$ cat src/rtl/cau_pkg.sv
`timescale 1ns / 1ps
package cau_pkg;

  localparam int FRAC_BITS = 8;
  localparam int OpW  = 16;
  localparam int PW   = 2 * OpW + 1;            // signed sum of two products
  localparam int MagW = 2 * OpW;                // magnitude of a divide numerator
  localparam int DW   = 2 * OpW;                // |b|^2
  localparam int QW   = OpW + 1;                // quotient bits kept
  localparam int NW   = MagW + FRAC_BITS + 2;   // scaled numerator plus d
  localparam int RW   = (NW > DW + 1 + QW) ? NW : DW + 1 + QW;

  localparam logic signed [PW-1:0] QMax = (PW'(1) <<< (OpW - 1)) - PW'(1);
  localparam logic signed [PW-1:0] QMin = -QMax - PW'(1);

  typedef enum logic [1:0] {
    CmdAdd = 2'd0,
    CmdSub = 2'd1,
    CmdMul = 2'd2,
    CmdDiv = 2'd3
  } cmd_e;

  typedef struct packed {
    cmd_e                  cmd;
    logic                  dz;
    logic [1:0]            neg;     // [0] real, [1] imag
    logic signed [PW-1:0]  pre_re;  // add/sub/mul result before saturation
    logic signed [PW-1:0]  pre_im;
  } ctx_t;

  typedef struct packed {
    logic signed [OpW-1:0] v;
    logic                  ovf;
  } sat_t;

  function automatic sat_t sat16(input logic signed [PW-1:0] x);
    sat_t s;
    s.ovf = 1'b1;
    if (x > QMax) begin
      s.v = QMax[OpW-1:0];
    end else if (x < QMin) begin
      s.v = QMin[OpW-1:0];
    end else begin
      s.v   = x[OpW-1:0];
      s.ovf = 1'b0;
    end
    return s;
  endfunction

endpackage

$ cat src/rtl/cau_front.sv
`timescale 1ns / 1ps
module cau_front (
  input  logic                        clk_i,
  input  logic                        rst_ni,
  input  logic                        valid_i,
  output logic                        stall_o,
  input  logic [1:0]                  command_i,
  input  logic signed [15:0]          a_real_i,
  input  logic signed [15:0]          a_imag_i,
  input  logic signed [15:0]          b_real_i,
  input  logic signed [15:0]          b_imag_i,
  output logic                        valid_o,
  input  logic                        stall_i,
  output cau_pkg::ctx_t               ctx_o,
  output logic [cau_pkg::MagW-1:0]    mag_re_o,
  output logic [cau_pkg::MagW-1:0]    mag_im_o,
  output logic [cau_pkg::DW-1:0]      den_o
);
  import cau_pkg::*;

  localparam logic signed [PW-1:0] Half = (PW'(1) <<< FRAC_BITS) >>> 1;

  logic en1, en2, en3;
  logic v1_q, v2_q, v3_q;

  // stage 1: operands
  cmd_e                  cmd1_q;
  logic signed [OpW-1:0] ar_q, ai_q, br_q, bi_q;

  // stage 2: products
  cmd_e                  cmd2_q;
  logic signed [MagW-1:0] prr_q, pii_q, pri_q, pir_q, pbr_q, pbi_q;
  logic signed [PW-1:0]  as_re_q, as_im_q;

  // stage 3: sums
  ctx_t                  ctx_q;
  logic [MagW-1:0]       mre_q, mim_q;
  logic [DW-1:0]         den_q;

  assign en3     = !v3_q || !stall_i;
  assign en2     = !v2_q || en3;
  assign en1     = !v1_q || en2;
  assign stall_o = !en1;

  always_ff @(posedge clk_i or negedge rst_ni) begin
    if (!rst_ni) begin
      v1_q <= 1'b0;
      v2_q <= 1'b0;
      v3_q <= 1'b0;
    end else begin
      if (en1) v1_q <= valid_i;
      if (en2) v2_q <= v1_q;
      if (en3) v3_q <= v2_q;
    end
  end

  always_ff @(posedge clk_i) begin
    if (en1) begin
      cmd1_q <= cmd_e'(command_i);
      ar_q   <= a_real_i;
      ai_q   <= a_imag_i;
      br_q   <= b_real_i;
      bi_q   <= b_imag_i;
    end
  end

  always_ff @(posedge clk_i) begin
    if (en2) begin
      cmd2_q <= cmd1_q;
      prr_q  <= ar_q * br_q;
      pii_q  <= ai_q * bi_q;
      pri_q  <= ar_q * bi_q;
      pir_q  <= ai_q * br_q;
      pbr_q  <= br_q * br_q;
      pbi_q  <= bi_q * bi_q;
      if (cmd1_q == CmdSub) begin
        as_re_q <= PW'(ar_q) - PW'(br_q);
        as_im_q <= PW'(ai_q) - PW'(bi_q);
      end else begin
        as_re_q <= PW'(ar_q) + PW'(br_q);
        as_im_q <= PW'(ai_q) + PW'(bi_q);
      end
    end
  end

  logic signed [PW-1:0] mul_re, mul_im, div_re, div_im;
  logic [DW-1:0]        d;
  ctx_t                 ctx_d;

  always_comb begin
    mul_re = (PW'(prr_q) - PW'(pii_q) + Half) >>> FRAC_BITS;
    mul_im = (PW'(pri_q) + PW'(pir_q) + Half) >>> FRAC_BITS;
    div_re = PW'(prr_q) + PW'(pii_q);
    div_im = PW'(pir_q) - PW'(pri_q);
    d      = DW'(pbr_q) + DW'(pbi_q);
    ctx_d.cmd = cmd2_q;
    ctx_d.dz  = (cmd2_q == CmdDiv) && (d == '0);
    ctx_d.neg = {div_im[PW-1], div_re[PW-1]};
    case (cmd2_q)
      CmdMul: begin
        ctx_d.pre_re = mul_re;
        ctx_d.pre_im = mul_im;
      end
      default: begin
        ctx_d.pre_re = as_re_q;
        ctx_d.pre_im = as_im_q;
      end
    endcase
  end

  always_ff @(posedge clk_i) begin
    if (en3) begin
      ctx_q <= ctx_d;
      mre_q <= div_re[PW-1] ? MagW'(-div_re) : MagW'(div_re);
      mim_q <= div_im[PW-1] ? MagW'(-div_im) : MagW'(div_im);
      den_q <= d;
    end
  end

  assign valid_o  = v3_q;
  assign ctx_o    = ctx_q;
  assign mag_re_o = mre_q;
  assign mag_im_o = mim_q;
  assign den_o    = den_q;

endmodule

$ cat config.mk
export PLATFORM = sky130hd
export DESIGN_NAME = cau_front
export DESIGN_NICKNAME = d
export VERILOG_FILES = /design/src/rtl/cau_pkg.sv /design/src/rtl/cau_front.sv
export SDC_FILE = /design/constraint.sdc
export NUM_CORES = 2
export LEC_CHECK = 0
export BUFFER_PORTS_ARGS = -buffer_cell sky130_fd_sc_hd__buf_4
export CAP_MARGIN = 20
export CORE_ASPECT_RATIO = 1.1
export CORE_UTILIZATION = 60
export CTS_CLUSTER_DIAMETER = 30
export DETAILED_ROUTE_END_ITERATION = 7
export GPL_ROUTABILITY_DRIVEN = 0
export PLACE_DENSITY_LB_ADDON = 0.3
export RECOVER_POWER = 25
export SKIP_LAST_GASP = 1
export SLEW_MARGIN = 20
export SYNTH_ARGS = -nofsm -noshare
export SYNTH_HDL_FRONTEND = slang
export SYNTH_SLANG_ARGS = --single-unit
$ cat constraint.sdc
create_clock -name clk_i -period 7.2 [get_ports clk_i]
set_clock_uncertainty 0.1 [all_clocks]
set_input_delay 0.36 -clock clk_i [delete_from_list [all_inputs] [get_ports clk_i]]
set_output_delay 0.36 -clock clk_i [all_outputs]
set_load 0.1 [all_outputs]
## Word-level counts from Yosys, hierarchy flattened

Cells that the tools add are included.

- Register bits: 496

- $mul: 6
- Add/sub/neg operators: 13
- Reduce and logical (&&, ||, !) cells: 10
- Equal/unequal tests: 3
- Multiplexer cells: 5

Operators with widths:

| kind | count |
|---|---|
| $mul 16x16->32 | 6 |
| $add 32x32->33 | 2 |
| $add 33x9->33 const B | 2 |
| $mux 33 | 2 |
| $mux 66 | 1 |
| $sub 32x32->33 | 2 |
| $mux 32 | 2 |
| $neg 32->32 | 2 |
| $add 16x16->17 | 2 |
| $sub 16x16->17 | 2 |
| $add 32x32->32 | 1 |
| $logic_not 32->1 | 1 |
| $logic_not 1->1 | 5 |
| $eq 2x2->1 const B | 2 |
| $logic_or 1x1->1 | 3 |
| $eq 2x1->1 const B | 1 |
| $logic_and 1x1->1 | 1 |

## Longest topological paths before layout

- Word-level depth: 5
- Depth in mapped cells: 29
- Gate-level depth less buffers: 27

## Worst setup path before layout

Ideal clock, no wire load.

- Path kind: register to register
- From: reg v3_q (netlist: valid_o)
- To: reg as_im_q[0] (enable)
- Path buffers: 0
- Period minus slack after synthesis: 8.777 ns
- Data arrival time: 6.335 ns
- Path slack: -1.577 ns
- Required time: 4.759 ns
- Cell stages (with the launch flop): 2
- Path through: dfrtp_1 nand3_1

- Longest elaborated chain between the ends: 3

Ends and longest elaborated chain:

| element | RTL line | source |
|---|---|---|
| start: declaration | cau_front.sv:24 | `logic v1_q, v2_q, v3_q;` |
| start signal: assignment | cau_front.sv:53 | `if (en3) v3_q <= v2_q;` |
| $logic_not 1->1 | cau_front.sv:40 | `assign en3 = !v3_q \|\| !stall_i;` |
| $logic_or 1x1->1 | cau_front.sv:40 |  |
| $logic_or 1x1->1 | cau_front.sv:41 | `assign en2 = !v2_q \|\| en3;` |
| named net en2 | cau_front.sv:23 | `logic en1, en2, en3;` |
| end signal: assignment | cau_front.sv:78 | `as_im_q <= PW'(ai_q) - PW'(bi_q);` |
| end signal: assignment | cau_front.sv:81 | `as_im_q <= PW'(ai_q) + PW'(bi_q);` |
| end: declaration | cau_front.sv:33 | `logic signed [PW-1:0] as_re_q, as_im_q;` |

The timed path passes the listed nets, and every way through them passes these cells.
A chain may end at the register's enable or synchronous reset.

## Worst setup path in the final report

- From: reg bi_q[11]
- To: reg pii_q[30] (data pin)

- Longest elaborated chain between the ends: 1

Ends and longest elaborated chain:

| element | RTL line | source |
|---|---|---|
| start: declaration | cau_front.sv:28 | `logic signed [OpW-1:0] ar_q, ai_q, br_q, bi_q;` |
| start signal: assignment | cau_front.sv:63 | `bi_q <= b_imag_i;` |
| $mul 16x16->32 | cau_front.sv:71 | `pii_q <= ai_q * bi_q;` |
| end signal: assignment | cau_front.sv:71 |  |
| end: declaration | cau_front.sv:32 | `logic signed [MagW-1:0] prr_q, pii_q, pri_q, pir_q, pbr_q, pbi_q;` |

No other way between the ends.

==> metrics <==
first-pass GRT wire length=340000 um; CP arrival=7.52 ns; Global Route met1 Usage=39.5%; Core Util, Final=67.4%; yosys warns=0; maxcap violations=2; min-delay src=b_real_i[0]; Initial Utilization=60.5%; Post-synth EDFFs=443; post-synthesis register bit count=446; Die Y=388 um; Max clock buf depth=3; DRT Pass-1 Iters=6; I/O pins=239; Highest Clock Rate=140 MHz; DRT antenna net count=0; Async SR Flop Fraction=0.673%; Synth area leaders=fa_1, edfxtp_1, ha_1, inv_1, and2_1; DRC=0; Mean Syn Cell Area=9.77 um^2; Syn-to-layout area delta=11.5%; endpoints failing setup=0; Synth cell types=73; worst rel slew slack=-47.1%; met3 Usage GRT=6.63%; Hold Crit Depth=2; vias in the first global route=63900; antenna violations before repair=13; kind of critical path=flip-flop to flip-flop; Clock Root Buffer=clkbuf_16; Multi-input gate area=59300 um^2; largest net degree at the start of global routing=131; start of the worst register-to-register path=bi_q[11]; R2R setup slack=0.05 ns; sequential fraction of the synthesis area=16.5%; CTS tree=done; CORE AREA=134000 um^2; met2 Usage GRT=52.2%; CP startpoint kind=flip-flop; critical path peak fanout=24; hold endpoint=br_q[0]; Least-Margin Pin Slew=2.20 ns; Final min period=7.15 ns; fraction of layout cells with a size suffix above 1=7.26%; CTS H-tree lvls=3; Final Net Count=11100; fillers=10200; Rows=141; Critical Path RT=7.57 ns; Hold Vio Cnt, Final=0; CTS Buf Count=109; worst hold path type=primary input to flip-flop; Primary FF master, synth=edfxtp_1; Die Area=137000 um^2; failing checks=max-capacitance violations, max-slew violations; grt peak-use layer=met2; gr ovfl total=0; Chip Width=353 um; Final Cycle Share=99.2%; port buffer count=238; Syn Nets=10700; post-synth top area share=37.5%; FF+latch area=13400 um^2; Worst-path clk slew=0.05 ns; Worst setup EP type=flip-flop; area leader, netlist=fa_1; outcome=complete, but fails checks; gr usage total=32.0%; FF-to-FF End=pii_q[30]; RSZ-0062 raised after global routing=yes; CTS Sinks=446; via count=59100; Vias/cell=5.58; routed len/inst=20.0 um; clock latency on the worst-skew pair=0.74 ns; fin. max-slew vios=82; First DRT Iteration DRCs=4211; total wire length=211000 um; cell area after synthesis=81200 um^2; Detailed Place HPWL=171000 um; Worst R2R Path Depth=23; Synth Instances=8310
[critical path, cell delays in order, from the launching register on]
cell and delay (ns):
edfxtp_1 0.60, buf_12 0.27, and2_1 0.19, fa_1 0.50, inv_1 0.06, fa_1 0.53
inv_1 0.05, fa_1 0.52, fa_1 0.43, fa_1 0.49, inv_1 0.05, fa_1 0.47
inv_1 0.04, ha_1 0.33, a21o_1 0.20, a21o_1 0.17, a21oi_1 0.27, o21ai_0 0.17
a41oi_1 0.31, a21o_1 0.20, o21ai_0 0.14, a2111oi_1 0.50, nor3_1 0.14, xor2_1 0.16
[cells in the mapped netlist (46+ instances only)]
master    count
inv_1      1950
fa_1       1522
nand2_1     780
ha_1        772
and2_1      518
edfxtp_1    443
xnor2_1     356
nor2_1      350
clkbuf_1    270
a21oi_1     251
o21ai_0     165
a21o_1      114
xor2_1      108
nor3_1       55
o21bai_1     50
nor2b_1      47
nand3_1      46
[cell usage in the layout (no fill, tap or decap), types with 46 or more instances in the layout]
master and count:
inv_1 1949, nor2b_1 46, nand3_1 46, dlygate4sd3_1 69
ha_1 772, nor2_1 349, nand2_1 780, a21oi_1 247
clkbuf_16 109, xor2_1 108, nor3_1 55, o21bai_1 50
fa_1 1518, o21ai_0 163, edfxtp_1 443, and2_1 517
clkbuf_1 136, a21o_1 114, buf_4 326, xnor2_1 356
[per-stage QoR]
step                      area (um^2)  std cells  hold WS (ns)  TNS [ns]  worst slack [ns]
final                           90500      10600         0.271         0            0.0542
after global routing            90500      10600         0.265    -0.395            -0.129
after CTS                       90700      10600         0.165         0            0.0831
after detailed placement        86300      10300        0.0522         0            0.0362
after global placement          86300      10300        0.0502         0            0.0233
after floorplan                 81200       8310       -0.0356         0            0.0772
[per-layer routing]
| metal | vias to the layer above | wire (um) | part of all wire (%) |
|---|---|---|---|
| met4 | 10 | 13600 | 6.4 |
| met1 | 29600 | 77700 | 37 |
| li1 | 26200 | - | - |
| met5 | - | 72 | 0.034 |
| met3 | 605 | 19400 | 9.2 |
| met2 | 2637 | 100000 | 48 |
[logic make-up after synthesis]
| logic type | count (synthesis) | share of synthesized area (%) |
|---|---|---|
| buf+inv | 2276 | 10.6 |
| fa+ha+maj | 2294 | 49.4 |
| mux | 7 | 0.0863 |
| flops | 446 | 16.5 |
| xor+xnor | 464 | 5.01 |
| simple gates | 1974 | 11.7 |
| compound gates | 849 | 6.74 |
[final cells by class]
class	instances	area share [%]
diodes	9	0.0249
clock buffers	119	3.08
clock inverters	80	1.01
inverters	1966	8.16
multi-input cells	5588	65.5
flip-flops and latches	446	14.8
well taps	1787	2.47
repair buffers	586	4.97
[worst max path at each step]
stage                        start         to  slack [ns]  cells past startpoint
after floorplan            br_q[3]  prr_q[30]        0.08                     23
after global placement     br_q[0]  pbr_q[25]        0.02                     20
after detailed placement   br_q[0]  pbr_q[30]        0.04                     22
after CTS                  br_q[6]  prr_q[30]        0.08                     24
after global routing       ar_q[6]  prr_q[30]       -0.13                     24
final                     bi_q[11]  pii_q[30]        0.05                     23
[timing repair]
item / in CTS / in global routing
hold buffers: 69 / 0
buffers inserted: 4 / 21
hold endpoints to repair: 70 / 0
pin swaps: 0 / 6
resized for setup: 1 / 28
setup endpoints to repair: 2 / 25
[state kept, by name, summed over array words and instances, names as in the netlist]
register / flops
v1_q: 1
bi_q: 16
valid_o: 1
den_o: 32
as_im_q: 17
pii_q: 32
mag_re_o: 32
prr_q: 32
ctx_o: 55
pri_q: 32
cmd1_q: 2
pbr_q: 31
ar_q: 16
pbi_q: 31
mag_im_o: 32
v2_q: 1
cmd2_q: 2
ai_q: 16
pir_q: 32
as_re_q: 17
br_q: 16
Power is not shown: default switching activity piles up to over one toggle a cycle in this logic, so the estimate is an artifact.
